**config.mk**
```make
export PLATFORM = sky130hd
export DESIGN_NAME = header_attribute_tokenizer_unit_flat
export DESIGN_NICKNAME = d
export VERILOG_FILES = /design/src/hat_pkg.sv /design/src/hat_in_if.sv /design/src/hat_out_if.sv /design/src/header_attribute_tokenizer_unit.sv /design/src/hat_front.sv /design/src/hat_fifo.sv /design/src/hat_back.sv /design/src/flat_wrapper.sv
export SDC_FILE = /design/constraint.sdc
export NUM_CORES = 1
export LEC_CHECK = 0
export ABC_CLOCK_PERIOD_IN_PS = 8700
export BUFFER_PORTS_ARGS = -buffer_cell sky130_fd_sc_hd__buf_2
export CORE_MARGIN = 10
export CORE_UTILIZATION = 40
export DETAILED_ROUTE_END_ITERATION = 10
export PLACE_DENSITY_LB_ADDON = 0.25
export SYNTH_ARGS = -nofsm -noshare
export SYNTH_HDL_FRONTEND = slang
export SYNTH_SLANG_ARGS = --single-unit
```
**constraint.sdc**
```tcl
create_clock -name clk -period 8.7 [get_ports clk]
set_input_delay 1.305 -clock clk [delete_from_list [all_inputs] [get_ports clk]]
set_output_delay 1.305 -clock clk [all_outputs]
set_load 0.03 [all_outputs]
```
**src/hat_pkg.sv**
```systemverilog
// Shared types, character constants and helper functions for the header
// attribute tokenizer. No dependencies; the unit, its submodules and the testbench import this package.

package hat_pkg;

	localparam int unsigned QUEUE_DEPTH = 4;
	localparam int unsigned QUEUE_AW = $clog2(QUEUE_DEPTH);
	localparam int unsigned TOKENS_PER_WORD = 4;
	localparam int unsigned TOK_IW = $clog2(TOKENS_PER_WORD);

	localparam logic [7:0] CH_EQUALS = 8'h3d;
	localparam logic [7:0] CH_QUOTE = 8'h22;
	localparam logic [7:0] CH_BSLASH = 8'h5c;
	localparam logic [7:0] CH_COMMA = 8'h2c;
	localparam logic [7:0] CH_SPACE = 8'h20;
	localparam logic [7:0] CH_TAB = 8'h09;
	localparam logic [7:0] CH_CR = 8'h0d;

	typedef enum logic [1:0] {
		KIND_NAME   = 2'd0,
		KIND_VALUE  = 2'd1,
		KIND_ATTR   = 2'd2,
		KIND_RECORD = 2'd3
	} kind_t;

	typedef struct packed {
		kind_t      kind;
		logic [7:0] tbyte;
	} tok_t;

	// All tokens caused by one input word, in emission order from index 0.
	typedef struct packed {
		tok_t [TOKENS_PER_WORD-1:0] toks;
		logic [TOK_IW:0]            cnt;
	} grp_t;

	typedef struct packed {
		logic valid;
		grp_t grp;
	} grp_chan_t;

	function automatic logic is_ws(input logic [7:0] b);
		return (b == CH_SPACE) || ((b >= CH_TAB) && (b <= CH_CR));
	endfunction

	// Appends one token to a group; the payload byte is zero for markers.
	function automatic grp_t add_tok(input grp_t g, input kind_t k, input logic [7:0] b);
		grp_t r;
		r = g;
		r.toks[g.cnt[TOK_IW-1:0]].kind = k;
		r.toks[g.cnt[TOK_IW-1:0]].tbyte =
			((k == KIND_NAME) || (k == KIND_VALUE)) ? b : 8'h00;
		r.cnt = g.cnt + 1'b1;
		return r;
	endfunction

endpackage

```
**src/hat_in_if.sv**
```systemverilog
// Input channel of the header attribute tokenizer: one header byte per word.
// Stand-alone interface; no dependencies.

interface hat_in_if;
	logic       valid;
	logic       ready;
	logic [7:0] byte_in;
	logic       record_end;

	modport source(output valid, byte_in, record_end, input ready);
	modport sink(input valid, byte_in, record_end, output ready);
endinterface

```
**src/hat_out_if.sv**
```systemverilog
// Output channel of the header attribute tokenizer: one token per word.
// Stand-alone interface; no dependencies.

interface hat_out_if;
	logic       valid;
	logic       ready;
	logic [1:0] token_kind;
	logic [7:0] token_byte;
	logic       run_last;

	modport source(output valid, token_kind, token_byte, run_last, input ready);
	modport sink(input valid, token_kind, token_byte, run_last, output ready);
endinterface

```
**src/header_attribute_tokenizer_unit.sv**
```systemverilog
// Top level of the header attribute tokenizer: front end parser, group queue
// and token serializer. Depends on hat_pkg, hat_in_if, hat_out_if and submodules.

// The unit takes the bytes of an HTTP header value, one byte per input word,
// with record_end set on the last byte of the value, and splits the value into
// attributes of the form name, name=value or name="quoted value". Each output
// word is one token: a name byte, a value byte, an attribute end or a record
// end, and run_last marks the final token caused by a given input byte. The
// front end accepts one byte every cycle as long as its four-entry queue of
// token groups has room; a byte that causes no token (skipped whitespace, a
// held '=' or backslash, a consumed comma) never enters the queue. The back
// end presents one token per cycle through a registered output while the
// sink is ready and the queue holds a group, so the sustained rate is one
// byte per cycle while bytes average at most one token each. The first
// token of a byte passes through the group queue and then the output
// register before it is presented. The input never waits on the output
// directly: it stalls only when the queue is full. There are no
// configuration registers.

module header_attribute_tokenizer_unit (
	input  logic       clk,
	input  logic       arst_n,
	hat_in_if.sink     in_ch,
	hat_out_if.source  out_ch
);
	import hat_pkg::*;

	grp_chan_t push;
	grp_chan_t head;
	logic      push_ready;
	logic      pop;

	// Parser state and token grouping, one byte per cycle while the queue has room.
	hat_front u_front (
		.clk        (clk),
		.arst_n     (arst_n),
		.in_ch      (in_ch),
		.push_ready (push_ready),
		.push       (push)
	);

	// Decouples the parser from output back-pressure.
	hat_fifo u_fifo (
		.clk        (clk),
		.arst_n     (arst_n),
		.push       (push),
		.push_ready (push_ready),
		.head       (head),
		.pop        (pop)
	);

	// Serializes each group into single tokens.
	hat_back u_back (
		.clk    (clk),
		.arst_n (arst_n),
		.head   (head),
		.pop    (pop),
		.out_ch (out_ch)
	);

	// An empty group at the head of the queue would never be popped.
	a_head_nonempty: assert property (@(posedge clk) disable iff (!arst_n)
		head.valid |-> (head.grp.cnt != '0))
		else $error("empty token group reached the queue head");

	// A record end is always the last token that its byte causes.
	a_record_last: assert property (@(posedge clk) disable iff (!arst_n)
		(out_ch.valid && (out_ch.token_kind == KIND_RECORD)) |-> out_ch.run_last)
		else $error("record end token not marked as final");

	// The serializer only pops a group when the output register takes a token.
	a_pop_loads: assert property (@(posedge clk) disable iff (!arst_n)
		(pop && head.valid) |=> out_ch.valid)
		else $error("group popped without presenting a token");
endmodule

```
**src/hat_front.sv**
```systemverilog
// Front end: accepts header bytes, runs the attribute parser state and builds
// the group of tokens each byte causes. Depends on hat_pkg and hat_in_if.

module hat_front (
	input  logic               clk,
	input  logic               arst_n,
	hat_in_if.sink             in_ch,
	input  logic               push_ready,
	output hat_pkg::grp_chan_t push
);
	import hat_pkg::*;

	typedef enum logic [2:0] {
		MODE_WS     = 3'd0,
		MODE_NAME   = 3'd1,
		MODE_UNQ    = 3'd2,
		MODE_QUOTED = 3'd3,
		MODE_AFTER  = 3'd4
	} mode_t;

	mode_t      mode_q, mode_n;
	logic       held_eq_q, held_eq_n;
	logic       held_bs_q, held_bs_n;
	grp_t       grp;
	logic       name_step;
	logic       accept;
	logic [7:0] b;
	logic       last;

	assign b = in_ch.byte_in;
	assign last = in_ch.record_end;
	assign in_ch.ready = push_ready;
	assign accept = in_ch.valid && push_ready;

	always_comb begin
		grp = '0;
		mode_n = mode_q;
		held_eq_n = held_eq_q;
		held_bs_n = held_bs_q;
		name_step = 1'b0;

		if (held_eq_q) begin
			held_eq_n = 1'b0;
			if (is_ws(b) || (b == CH_EQUALS)) begin
				grp = add_tok(grp, KIND_NAME, CH_EQUALS);
				mode_n = MODE_NAME;
				name_step = 1'b1;
			end else if (b == CH_QUOTE) begin
				mode_n = MODE_QUOTED;
			end else if (b == CH_COMMA) begin
				grp = add_tok(grp, KIND_ATTR, 8'h00);
				mode_n = MODE_WS;
			end else begin
				grp = add_tok(grp, KIND_VALUE, b);
				mode_n = MODE_UNQ;
			end
		end else if (held_bs_q) begin
			held_bs_n = 1'b0;
			grp = add_tok(grp, KIND_VALUE, b);
		end else begin
			case (mode_q)
				MODE_NAME: begin
					name_step = 1'b1;
				end
				MODE_UNQ: begin
					if (is_ws(b) || (b == CH_COMMA)) begin
						grp = add_tok(grp, KIND_ATTR, 8'h00);
						mode_n = MODE_WS;
					end else begin
						grp = add_tok(grp, KIND_VALUE, b);
					end
				end
				MODE_QUOTED: begin
					if (b == CH_QUOTE) begin
						grp = add_tok(grp, KIND_ATTR, 8'h00);
						mode_n = MODE_AFTER;
					end else if ((b == CH_BSLASH) && !last) begin
						held_bs_n = 1'b1;
					end else begin
						grp = add_tok(grp, KIND_VALUE, b);
					end
				end
				MODE_AFTER: begin
					if ((b == CH_COMMA) || is_ws(b)) begin
						mode_n = MODE_WS;
					end else begin
						mode_n = MODE_NAME;
						name_step = 1'b1;
					end
				end
				default: begin
					if (!is_ws(b)) begin
						mode_n = MODE_NAME;
						name_step = 1'b1;
					end
				end
			endcase
		end

		// Byte handling inside a name, shared by several entry paths.
		if (name_step) begin
			if (is_ws(b)) begin
				grp = add_tok(grp, KIND_ATTR, 8'h00);
				mode_n = MODE_WS;
			end else if ((b == CH_EQUALS) && !last) begin
				held_eq_n = 1'b1;
			end else begin
				grp = add_tok(grp, KIND_NAME, b);
			end
		end

		if (last) begin
			if ((mode_n == MODE_NAME) || (mode_n == MODE_UNQ) || (mode_n == MODE_QUOTED)) begin
				grp = add_tok(grp, KIND_ATTR, 8'h00);
			end
			grp = add_tok(grp, KIND_RECORD, 8'h00);
			mode_n = MODE_WS;
			held_eq_n = 1'b0;
			held_bs_n = 1'b0;
		end
	end

	// Bytes that cause no token never enter the queue.
	assign push.valid = in_ch.valid && (grp.cnt != '0);
	assign push.grp = grp;

	always_ff @(posedge clk or negedge arst_n) begin
		if (!arst_n) begin
			mode_q <= MODE_WS;
			held_eq_q <= 1'b0;
			held_bs_q <= 1'b0;
		end else if (accept) begin
			mode_q <= mode_n;
			held_eq_q <= held_eq_n;
			held_bs_q <= held_bs_n;
		end
	end
endmodule

```
**src/hat_fifo.sv**
```systemverilog
// Short queue of token groups between the parser front end and the token
// serializer. Depends on hat_pkg.

module hat_fifo (
	input  logic               clk,
	input  logic               arst_n,
	input  hat_pkg::grp_chan_t push,
	output logic               push_ready,
	output hat_pkg::grp_chan_t head,
	input  logic               pop
);
	import hat_pkg::*;

	grp_t                entries_q [QUEUE_DEPTH];
	logic [QUEUE_AW-1:0] wr_ptr_q;
	logic [QUEUE_AW-1:0] rd_ptr_q;
	logic [QUEUE_AW:0]   count_q;
	logic                do_push;
	logic                do_pop;

	assign push_ready = (count_q != (QUEUE_AW+1)'(QUEUE_DEPTH));
	assign do_push = push.valid && push_ready;
	assign do_pop = pop && head.valid;

	assign head.valid = (count_q != '0);
	assign head.grp = entries_q[rd_ptr_q];

	always_ff @(posedge clk) begin
		if (do_push) begin
			entries_q[wr_ptr_q] <= push.grp;
		end
	end

	always_ff @(posedge clk or negedge arst_n) begin
		if (!arst_n) begin
			wr_ptr_q <= '0;
			rd_ptr_q <= '0;
			count_q <= '0;
		end else begin
			if (do_push) begin
				wr_ptr_q <= wr_ptr_q + 1'b1;
			end
			if (do_pop) begin
				rd_ptr_q <= rd_ptr_q + 1'b1;
			end
			case ({do_push, do_pop})
				2'b10:   count_q <= count_q + 1'b1;
				2'b01:   count_q <= count_q - 1'b1;
				default: count_q <= count_q;
			endcase
		end
	end
endmodule

```
**src/hat_back.sv**
```systemverilog
// Back end: walks the token group at the head of the queue and presents one
// token per word through an output register. Depends on hat_pkg, hat_out_if.

module hat_back (
	input  logic               clk,
	input  logic               arst_n,
	input  hat_pkg::grp_chan_t head,
	output logic               pop,
	hat_out_if.source          out_ch
);
	import hat_pkg::*;

	logic [TOK_IW-1:0] idx_q;
	logic              out_valid_q;
	kind_t             kind_q;
	logic [7:0]        tbyte_q;
	logic              run_last_q;
	logic              load;
	logic              grp_done;

	// The output register may take a new token when empty or being drained.
	assign load = head.valid && (!out_valid_q || out_ch.ready);
	assign grp_done = ({1'b0, idx_q} + 1'b1) == head.grp.cnt;
	assign pop = load && grp_done;

	assign out_ch.valid = out_valid_q;
	assign out_ch.token_kind = kind_q;
	assign out_ch.token_byte = tbyte_q;
	assign out_ch.run_last = run_last_q;

	always_ff @(posedge clk) begin
		if (load) begin
			kind_q <= head.grp.toks[idx_q].kind;
			tbyte_q <= head.grp.toks[idx_q].tbyte;
			run_last_q <= grp_done;
		end
	end

	always_ff @(posedge clk or negedge arst_n) begin
		if (!arst_n) begin
			idx_q <= '0;
			out_valid_q <= 1'b0;
		end else begin
			if (load) begin
				out_valid_q <= 1'b1;
				idx_q <= grp_done ? '0 : idx_q + 1'b1;
			end else if (out_ch.ready) begin
				out_valid_q <= 1'b0;
			end
		end
	end
endmodule

```
**src/flat_wrapper.sv**
```systemverilog
// flat-port wrapper written by rule: the top's interface ports become plain ports
module header_attribute_tokenizer_unit_flat import hat_pkg::*;
  (clk, arst_n, in_ch_valid, in_ch_byte_in, in_ch_record_end, in_ch_ready, out_ch_valid, out_ch_token_kind, out_ch_token_byte, out_ch_run_last, out_ch_ready);
  hat_in_if in_ch_i ();
  hat_out_if out_ch_i ();
  input  logic clk;
  input  logic arst_n;
  input wire logic [$bits(in_ch_i.valid)-1:0] in_ch_valid;
  input wire logic [$bits(in_ch_i.byte_in)-1:0] in_ch_byte_in;
  input wire logic [$bits(in_ch_i.record_end)-1:0] in_ch_record_end;
  output wire logic [$bits(in_ch_i.ready)-1:0] in_ch_ready;
  output wire logic [$bits(out_ch_i.valid)-1:0] out_ch_valid;
  output wire logic [$bits(out_ch_i.token_kind)-1:0] out_ch_token_kind;
  output wire logic [$bits(out_ch_i.token_byte)-1:0] out_ch_token_byte;
  output wire logic [$bits(out_ch_i.run_last)-1:0] out_ch_run_last;
  input wire logic [$bits(out_ch_i.ready)-1:0] out_ch_ready;
  assign in_ch_i.valid = in_ch_valid;
  assign in_ch_i.byte_in = in_ch_byte_in;
  assign in_ch_i.record_end = in_ch_record_end;
  assign in_ch_ready = in_ch_i.ready;
  assign out_ch_valid = out_ch_i.valid;
  assign out_ch_token_kind = out_ch_i.token_kind;
  assign out_ch_token_byte = out_ch_i.token_byte;
  assign out_ch_run_last = out_ch_i.run_last;
  assign out_ch_i.ready = out_ch_ready;
  header_attribute_tokenizer_unit u_core (.clk(clk), .arst_n(arst_n), .in_ch(in_ch_i), .out_ch(out_ch_i));
endmodule
```
==> impl_metrics.toml, run 1 <==
[status]
status = "finished, final reports clean"

[job]
cap_violations = 0

[pwr]
ir_drop_mv = 0.134
leakage_nw = 2.58
p_per_area_nw_per_um2 = 321

[clock_tree]
cts_setup_buffers = 0
h-tree-depth = 4
clockBufferDepth = 2
cts_root_buffer = "clkbuf_16"
ctsHoldBuffers = 0
cts_resized = 0
cts_tree = "yes"
cts_sinks = 134
clkTransAtPathRegs_ns = 0.06
clk_latency_ns = 0.41
cts_made_buffers = 17

[synthesis]
synth_xor_area_share_pct = 1.65
ys_types = 67
seq_area_frac_synth_pct = 62.7
synthAdderAreaFrac_pct = 2.90
synth_top_cell_by_area = "edfxtp_1"
postSynthAreaPerCell_sq_um = 15.1
ys.flop_type = "edfxtp_1"
synth_edf_count = 119
yosysWarningCount = 0
synthMuxAreaShare_pct = 11.9
ys_seq_elements = 134
synth-simple-area-share_pct = 9.93
synth_compound_area_share_pct = 8.13
async_reset_ff_share_pct = 11.2
synth_top_family_by_area = "multiplexers"
netlist_instances = 418
synth_top_area_share_pct = 56.7
synth_area_leaders = "edfxtp_1 57%, mux4_2 10%, dfrtp_1 6.0%"
syn_area_sq_um = 6300

[placed_design]
place_hpwl_mm = 8.23
place_area_sq_um = 6670
dp_slack_ns = 2.31
routabilityCongestion = 0.876
port_buffers = 25
dp.cells = 649

[die]
num_rows = 45
initial_core_util_pct = 41.1
die_h_um = 145
die_area_sq_um = 21200
core_sq_um = 15300
io-pin-count = 26
die_width_um = 145

[timing]
worst_slew_pin_slew_ns = 0.975
clock_skew_ns = 0.00751
setup_violations = 0
rsz0062_at_grt = "no"
period_share_pct = 68.7
layout_min_cycle_time_ns = 5.97
finalSetupTns_ns = 0
hold_viol_final = 0
worst_slack_ns = 2.73
slew_violations = 0
slew_headroom_pct = 34.8
max_freq_ghz = 0.167

[cells_and_area]
nFillCells = 1370
nets = 484
syn_to_final_growth_pct = 15.4
layoutNonFillerInstCount = 681
antennaDiodeCount = 0
drive_above_1_share_pct = 23.4
finalInstanceArea_sq_um = 7270

[drt]
wl_per_cell_um = 18.1
vias_per_cell = 5.35
vias = 3645
routed_wl_mm = 12.3
final_antenna_net_count = 0
drt_iter0_markers = 190
firstDrtPassIters = 7
drc = 0

[critical_path]
critPathRequiredTime_ns = 9.04
crit_buf_inv = 5
cp-start-kind = "input port"
endpoint_kind = "flop"
slowest_delay_ns = 0.51
reg2reg_depth = 20
cp_slowest_cell = "or4_1"
r2r-end = "u_core.u_fifo.count_q[2]"
r2r_slack_ns = 3.62
path_cells = "buf_2 > nand4b_1 > or4_1 > nor2_1 > inv_1 > ha_1 > o211ai_1 > a21oi_2 > ha_1 > o21ai_0 > inv_1 > ha_1 > nor2_1 > a311oi_4 > inv_1 > ha_1 > inv_1 > fa_1 > xor2_1 > nor2_1 > xor2_1"
path_max_fanout = 10
crit_type = "in -> reg"
arrival_ns = 6.31
cp_top_family = "adder cells"
worstReg2RegStart = "u_core.u_front.held_eq_q"

[hold_path]
worstHoldEndpoint = "u_core.u_back.out_ch.valid"
min_path_type = "reg -> reg"
hp-start = "u_core.u_back.out_ch.valid"
timing.hold.worst_path_depth = 2

[global_route]
grt_pass1_wl_mm = 20.2
gr-total-overflow = 0
grt_max_degree = 30
grt_usage_pct = 12.0
antenna_found_initial = 0
grt_pass1_vias = 3745
## state kept, by name, indices dropped and copies added, names as in the netlist
signal,cells
u_core.u_fifo.rd_ptr_q,2
u_core.u_back.out_ch.valid,1
u_core.u_fifo.entries_q,108
u_core.u_front.mode_q,3
u_core.u_front.held_bs_q,1
u_core.u_back.out_ch.run_last,1
u_core.u_front.held_eq_q,1
u_core.u_back.out_ch.token_kind,2
u_core.u_back.out_ch.token_byte,8
u_core.u_fifo.count_q,3
u_core.u_back.idx_q,2
u_core.u_fifo.wr_ptr_q,2
## logic make-up (layout without fill, tap and decap cells)
group           Yosys count  in the layout
compound gates           64             64
xor+xnor                 11             11
fa+ha+maj                14             14
buf+inv                  42             83
flops                   134            134
mux                      38             38
other cells               1             12
simple gates            114            114
## per-layer routing
layer,wire (um),part of all wire [%],global-route usage (%),vias to the layer above
met5,0,0,0,-
met4,127,1.0,3.64,0
met3,433,3.5,3.48,14
met2,6050,49,19.3,76
met1,5730,46,15.3,1850
li1,-,-,-,1705
## Yosys cell counts, drive strengths merged, types with 8 or more instances
cell and count:
edfxtp 119, nor2 30, mux4 29, nand2 22, inv 21, dfrtp 15
o21ai 15, clkbuf 14, ha 13, a21oi 12, nor3 10, and2 9
nand3 9, mux2i 8
## metrics by stage
step                      hold WS [ns]  util (%)  power (mW)
after floorplan                  0.464         -        1.47
after global placement           0.466      43.6        1.64
after global routing             0.511      47.5        2.47
after CTS                        0.493      47.5        2.37
after detailed placement         0.477      43.6        1.66
final                            0.490      47.5        2.33
## worst min-delay path, delay by kind of cell (launching register included)
kind	cells	cell delay, ns
flip-flops	1	0.36
AND/OR/NAND/NOR	2	0.10
## worst max path at each step
stage / endpoint / slack [ns] / startpoint / depth (start not counted)
3_5_place_dp: u_core.u_fifo.count_q[2] / 2.31 / in_ch_byte_in[3] / 21
3_3_place_gp: u_core.u_fifo.count_q[2] / 2.54 / in_ch_byte_in[3] / 21
6_report: u_core.u_fifo.count_q[2] / 2.73 / in_ch_byte_in[3] / 21
5_1_grt: u_core.u_fifo.count_q[2] / 2.23 / in_ch_byte_in[3] / 21
2_1_floorplan: u_core.u_fifo.entries_q[0][0] / 2.77 / in_ch_byte_in[2] / 15
4_1_cts: u_core.u_fifo.count_q[2] / 2.72 / in_ch_byte_in[3] / 21
## area by class of cell
type	instances	area, sq um	area share, %
Clock buffer	17	425	5.85
Sequential cell	134	3950	54.3
Timing Repair Buffer	30	163	2.24
Clock inverter	15	170	2.34
Tap cell	211	264	3.63
Multi-Input combinational cell	253	2220	30.5
Inverter	21	78.8	1.08
## cells in the final DEF (no fill, tap or decap), types with 3 or more instances in the layout
master and count:
nand3_1 9, mux4_2 29, a22o_1 4, and2_1 9, mux2i_1 8, or3_1 4, nand2b_1 5, nor3_1 7
o21ai_0 13, clkinvlp_4 5, xor2_1 5, nor2_1 30, buf_4 5, a21o_1 4, a2111oi_1 4, ha_1 13
inv_6 5, a21oi_1 10, inv_1 20, conb_1 12, buf_2 25, dfrtp_1 14, clkbuf_16 17, nand2_1 22
nor4_1 6, xnor2_1 5, edfxtp_1 119, nand4_1 5, a31oi_1 3
## where the power goes
group / leakage [nW] / internal [mW] / switching (mW)
Clock: 0.275 / 0.428 / 0.278
Sequential: 1.29 / 0.898 / 0.110
Combinational: 1.01 / 0.279 / 0.339
Total: 2.58 / 1.61 / 0.726
Power figures use the tool's default switching activity.
==> inputs of run 2 (changes only) <==
- ABC_CLOCK_PERIOD_IN_PS: 8700 -> 5600
- clock period: 8.7 -> 5.6 ns (I/O delays scaled with it)
==> run 2 against run 1 <==
Effect of this change:
- global-route usage shrank 0.070 points
- cell count is 1.2% higher
- via count increased by 0.33%
- critical path depth increased by 1
- wire length decreased by 2.4%
- final area grew 1.7%
- flip-flop and latch count did not move
- register-to-register slack got worse by 2.6 ns
- hold slack got worse by 0.16 ns
- clock skew shrank 0.0012 ns
- sequential share of layout area is 0.93 points lower
- core utilization is 0.83 points higher
- critical path type unchanged
- highest routed layer unchanged
==> impl_metrics.toml, run 2 (same netlist as run 1, synthesis figures left out) <==
[timing]
max_freq_ghz = 0.199
worst_slack_ns = 0.568
slew_violations = 0
slew_headroom_pct = 33.9
finalSetupTns_ns = 0
clock_skew_ns = 0.00636
layout_min_cycle_time_ns = 5.03
rsz0062_at_grt = "no"
fin_hold_ws_ns = 0.330
setup_violations = 0
hold_viol_final = 0
period_share_pct = 89.9
worst_slew_pin_slew_ns = 0.989

[clock_tree]
clkTransAtPathRegs_ns = 0.06
h-tree-depth = 4
ctsHoldBuffers = 0
cts_made_buffers = 17
cts_resized = 0
cts_root_buffer = "clkbuf_16"
cts_setup_buffers = 0
cts_sinks = 134
clk_latency_ns = 0.41
cts_tree = "yes"
clockBufferDepth = 2

[die]
die_width_um = 145
io-pin-count = 26
die_h_um = 145
num_rows = 45
core_sq_um = 15300
initial_core_util_pct = 41.1
die_area_sq_um = 21200

[drt]
vias = 3657
drt_iter0_markers = 187
firstDrtPassIters = 5
vias_per_cell = 5.31
routed_wl_mm = 12.0
wl_per_cell_um = 17.5
final_antenna_net_count = 0
drc = 0

[critical_path]
r2r_slack_ns = 0.98
cp_slowest_cell = "or3_1"
critPathRequiredTime_ns = 5.94
worstReg2RegStart = "u_core.u_front.held_eq_q"
endpoint_kind = "flop"
path_max_fanout = 11
r2r-end = "u_core.u_fifo.count_q[2]"
cp-start-kind = "input port"
arrival_ns = 5.37
crit_type = "in -> reg"
reg2reg_depth = 20
path_cells = "buf_2 > or2_1 > and4_1 > or3_1 > nor2_1 > nor2_1 > ha_1 > a221oi_2 > a21oi_2 > ha_1 > o21ai_0 > inv_1 > ha_1 > nor2_1 > a311oi_4 > inv_1 > ha_1 > inv_1 > fa_1 > xor2_1 > nor2_1 > xor2_1"
slowest_delay_ns = 0.42

[cells_and_area]
finalInstanceArea_sq_um = 7390
antennaDiodeCount = 0
drive_above_1_share_pct = 23.8
largest_reg_flops = 108
top_register = "u_core.u_fifo.entries_q"
final_util_pct = 48.3
nets = 492
syn_to_final_growth_pct = 17.4
layout_commonest_cell = "edfxtp_1"
mostFrequentLayoutCells = "119 x edfxtp_1, 30 x nor2_1, 29 x mux4_2"

[pwr]
p_comb_share_pct = 28.4
leakage_nw = 2.64
ir_drop_mv = 0.216
p_switching_mw = 1.09
seq_power_share_pct = 40.8
intPower_mw = 2.60
pwr-share-clk_pct = 30.8
switching_share_pct = 29.6
p_per_area_nw_per_um2 = 499

[placed_design]
place_hpwl_mm = 7.92
place_area_sq_um = 6780
dp_slack_ns = 0.153
routabilityCongestion = 0.918
port_buffers = 25

[global_route]
grt_max_degree = 30
gr-total-overflow = 0
grt_pass1_wl_mm = 19.9
antenna_found_initial = 0
grt_usage_pct = 11.9
grt_pass1_vias = 3726

[status]
status = "finished, final reports clean"

[job]
cap_violations = 0

[hold_path]
min_path_type = "in -> async"
## run 2: power by group through the flow
stage / clock [mW] / sequential [mW] / combinational, mW
5_1_grt: 1.21 / 1.53 / 1.16
2_1_floorplan: 0 / 1.56 / 0.727
6_report: 1.14 / 1.50 / 1.05
3_5_place_dp: 0 / 1.53 / 1.08
3_3_place_gp: 0 / 1.52 / 1.06
4_1_cts: 1.16 / 1.51 / 1.08
## run 2: layer usage
metal / up-vias / track usage, % / wire length (um) / part of all wire, %
met5: - / 0 / 0 / 0
met4: 0 / 4.90 / 144 / 1.2
met3: 15 / 3.32 / 344 / 2.9
met2: 61 / 18.6 / 5890 / 49
met1: 1863 / 15.3 / 5670 / 47
li1: 1718 / - / - / -
## run 2: final cells by class
class / count / area, sq um
clock buffers: 18 / 429
clock inverters: 14 / 183
fillers: 1347 / 7920
inverters: 21 / 78.8
multi-input cells: 253 / 2220
flip-flops and latches: 134 / 3950
well taps: 211 / 264
repair buffers: 38 / 273
## run 2: critical path: cells and delay by family
kind / cells / cell delay [ns]
xor gates and xnor gates: 2 / 0.30
buffers and inverters: 4 / 0.41
adders and majority gates: 5 / 1.49
and+or+nand+nor: 7 / 1.50
AOI/OAI and AO/OA: 4 / 0.81
## run 2: worst max path at each step
stage	slack, ns	startpoint	cells after the start	to
finish	0.57	in_ch_byte_in[1]	22	u_core.u_fifo.count_q[2]
global route	0.23	in_ch_byte_in[1]	22	u_core.u_fifo.count_q[2]
CTS	0.56	in_ch_byte_in[1]	22	u_core.u_fifo.count_q[2]
detailed placement	0.15	in_ch_byte_in[1]	22	u_core.u_fifo.count_q[2]
global placement	0.33	in_ch_byte_in[1]	22	u_core.u_fifo.count_q[2]
floorplan	0.14	in_ch_byte_in[2]	15	u_core.u_fifo.entries_q[2][0]
## run 2: per-stage QoR
step           instances  power [mW]
2_1_floorplan        429        2.29
3_3_place_gp         657        2.58
3_5_place_dp         657        2.61
4_1_cts              689        3.75
5_1_grt              689        3.90
6_report             689        3.69
==> inputs of run 3 (changes only) <==
- ABC_AREA: default -> 1
- PLACE_DENSITY_LB_ADDON: 0.25 -> default
==> run 3 against run 2 <==
Effect of this change:
- wire length grew 13%
- fmax rose by 5.7%
- synthesized cell count grew 39%
- worst setup slack better by 0.27 ns
- hold slack better by 0.0029 ns
- sequential power down 3%
- combinational power up 14%
- critical path depth rose by 8
- flip-flop and latch count unchanged
- cell count is 23% higher
- final area down 2.0%
- critical path type unchanged
- largest cell class unchanged
==> impl_metrics.toml, run 3 <==
[cells_and_area]
largest_reg_flops = 108
antennaDiodeCount = 0
nFillCells = 1386
nets = 653
mostFrequentLayoutCells = "119 x edfxtp_1, 106 x nor2_1, 69 x o21ai_0"
syn_to_final_growth_pct = 16.2
layout_commonest_cell = "edfxtp_1"
top_register = "u_core.u_fifo.entries_q"
drive_above_1_share_pct = 16.1

[status]
status = "finished, final reports clean"

[pwr]
ir_drop_mv = 0.224
total_power_mw = 3.73
leakage_nw = 2.79
p_per_area_nw_per_um2 = 515

[clock_tree]
clk_latency_ns = 0.41
ctsHoldBuffers = 0
cts_sinks = 134
cts_setup_buffers = 0
cts_tree = "yes"
h-tree-depth = 4
cts_made_buffers = 17
cts_root_buffer = "clkbuf_16"
cts_resized = 0
clkTransAtPathRegs_ns = 0.06
clockBufferDepth = 2

[drt]
final_antenna_net_count = 0
firstDrtPassIters = 5
wl_per_cell_um = 16.1
vias_per_cell = 5.09
vias = 4324
drc = 0
routed_wl_mm = 13.6
drt_iter0_markers = 316

[timing]
clock_skew_ns = 0.00790
setup_violations = 0
period_share_pct = 85.0
rsz0062_at_grt = "no"
layout_min_cycle_time_ns = 4.76
worst_slew_pin_slew_ns = 1.13
finalSetupTns_ns = 0
slew_violations = 0
hold_viol_final = 0
max_freq_ghz = 0.210
slew_headroom_pct = 24.3

[synthesis]
synth.most_common_cell = "edfxtp_1"
postSynthAreaPerCell_sq_um = 10.7
yosysWarningCount = 0
synthTopCellsByCount = "119 x edfxtp_1, 109 x nor2_1, 69 x o21ai_0"
netlist_instances = 583
seq_area_frac_synth_pct = 63.3
ys_seq_elements = 134
ys.flop_type = "edfxtp_1"
ys_types = 38
synth_top_area_share_pct = 57.3
synth_top_family_by_area = "simple AND/OR/NAND/NOR gates"
synthMuxAreaShare_pct = 0
syn_area_sq_um = 6230
synthAdderAreaFrac_pct = 2.93
synth_xor_area_share_pct = 0.983
synth_edf_count = 119
synth_compound_area_share_pct = 11.3
synth_area_leaders = "edfxtp_1 57%, nor2_1 6.6%, dfrtp_1 6.0%"
synth_top_cell_by_area = "edfxtp_1"
async_reset_ff_share_pct = 11.2
synth-simple-area-share_pct = 17.0

[die]
io-pin-count = 26
die_h_um = 145
die_width_um = 145
die_area_sq_um = 21000
initial_core_util_pct = 40.9
num_rows = 45
core_sq_um = 15300

[critical_path]
r2r-end = "u_core.u_fifo.count_q[2]"
cp-start-kind = "input port"
r2r_slack_ns = 0.96
slowest_delay_ns = 0.38
reg2reg_depth = 29
critPathRequiredTime_ns = 5.89
path_max_fanout = 7
worstReg2RegStart = "u_core.u_front.mode_q[1]"
endpoint_kind = "flop"
crit_top_cell = "nand2_1"
cp_slowest_cell = "fa_1"
arrival_ns = 5.05
crit_type = "in -> reg"

[placed_design]
port_buffers = 25
routabilityCongestion = 0.912
place_hpwl_mm = 8.85

[global_route]
grt_use_met3_pct = 3.46
gr-total-overflow = 0
grt_pass1_wl_mm = 22.5
busiest_layer = "met2"
met1_usage_pct = 16.8
grt_usage_pct = 13.7
grt_max_degree = 57
antenna_found_initial = 0
grtUsageMet2_pct = 23.0
grt_pass1_vias = 4389

[hold_path]
min_path_type = "in -> async"

[job]
cap_violations = 0
==> run 3: cell count changes in the layout (fill, tap and decap cells not counted), moves of 16 or more <==
cell     delta
o22ai_1    +16
mux4_2     -29
inv_1      +24
o21ai_0    +56
nor2_1     +76
nand2_1    +40
==> run 3: layer usage <==
layer  wire length, um  vias to the layer above
met2              6550                      103
met4               167                        0
met3               679                       10
met5                 0                        -
met1              6250                     2086
li1                  -                     2125
==> run 3: report_power, final <==
group          switching (mW)  leakage [nW]  internal, mW  total, mW
sequential             0.0723          1.30          1.38       1.45
combinational           0.853          1.23         0.347       1.20
clock                   0.424         0.269         0.656       1.08
==> run 3: final cells by class <==
type / instances / area, sq um / area share, %
flip-flops and latches: 134 / 3950 / 54.5
multi-input cells: 389 / 2070 / 28.6
clock buffers: 17 / 425 / 5.87
well taps: 211 / 264 / 3.64
repair buffers: 34 / 193 / 2.66
inverters: 50 / 188 / 2.59
clock inverters: 15 / 154 / 2.12
==> run 3: worst max path at each step <==
stage / startpoint / to / slack [ns]
final: in_ch_byte_in[1] / u_core.u_fifo.count_q[2] / 0.84
after global placement: in_ch_byte_in[1] / u_core.u_fifo.count_q[2] / 0.54
after detailed placement: in_ch_byte_in[1] / u_core.u_fifo.count_q[2] / 0.41
after global routing: in_ch_byte_in[1] / u_core.u_fifo.count_q[2] / 0.47
after floorplan: in_ch_byte_in[1] / u_core.u_fifo.entries_q[1][0] / 0.55
after CTS: in_ch_byte_in[1] / u_core.u_fifo.count_q[2] / 0.83
==> run 3: metrics by stage <==
stage,utilization (%),worst slack [ns],hold slack (ns),area [sq um],std cells
final,47.5,0.839,0.333,7240,850
after global routing,47.5,0.471,0.353,7240,850
after CTS,47.5,0.830,0.341,7240,850
after detailed placement,43.7,0.411,0.469,6670,818
after global placement,43.7,0.539,0.460,6670,818
after floorplan,-,0.554,0.446,6280,594
==> run 3: kinds of logic (layout without fill, tap and decap cells) <==
logic type | count (synthesis) | after routing
AOI/OAI and AO/OA | 123 | 123
DFF | 134 | 134
buffers and inverters | 71 | 116
other | 1 | 12
adders and majority gates | 14 | 14
and+or+nand+nor | 233 | 233
xor gates and xnor gates | 7 | 7
==> run 3: critical path, delay by kind of cell <==
kind                       cells  cell delay [ns]
xor gates and xnor gates       1             0.15
and+or+nand+nor               15             1.72
adders and majority gates      5             1.43
AOI/OAI and AO/OA              3             0.39
buffers and inverters          6             0.47
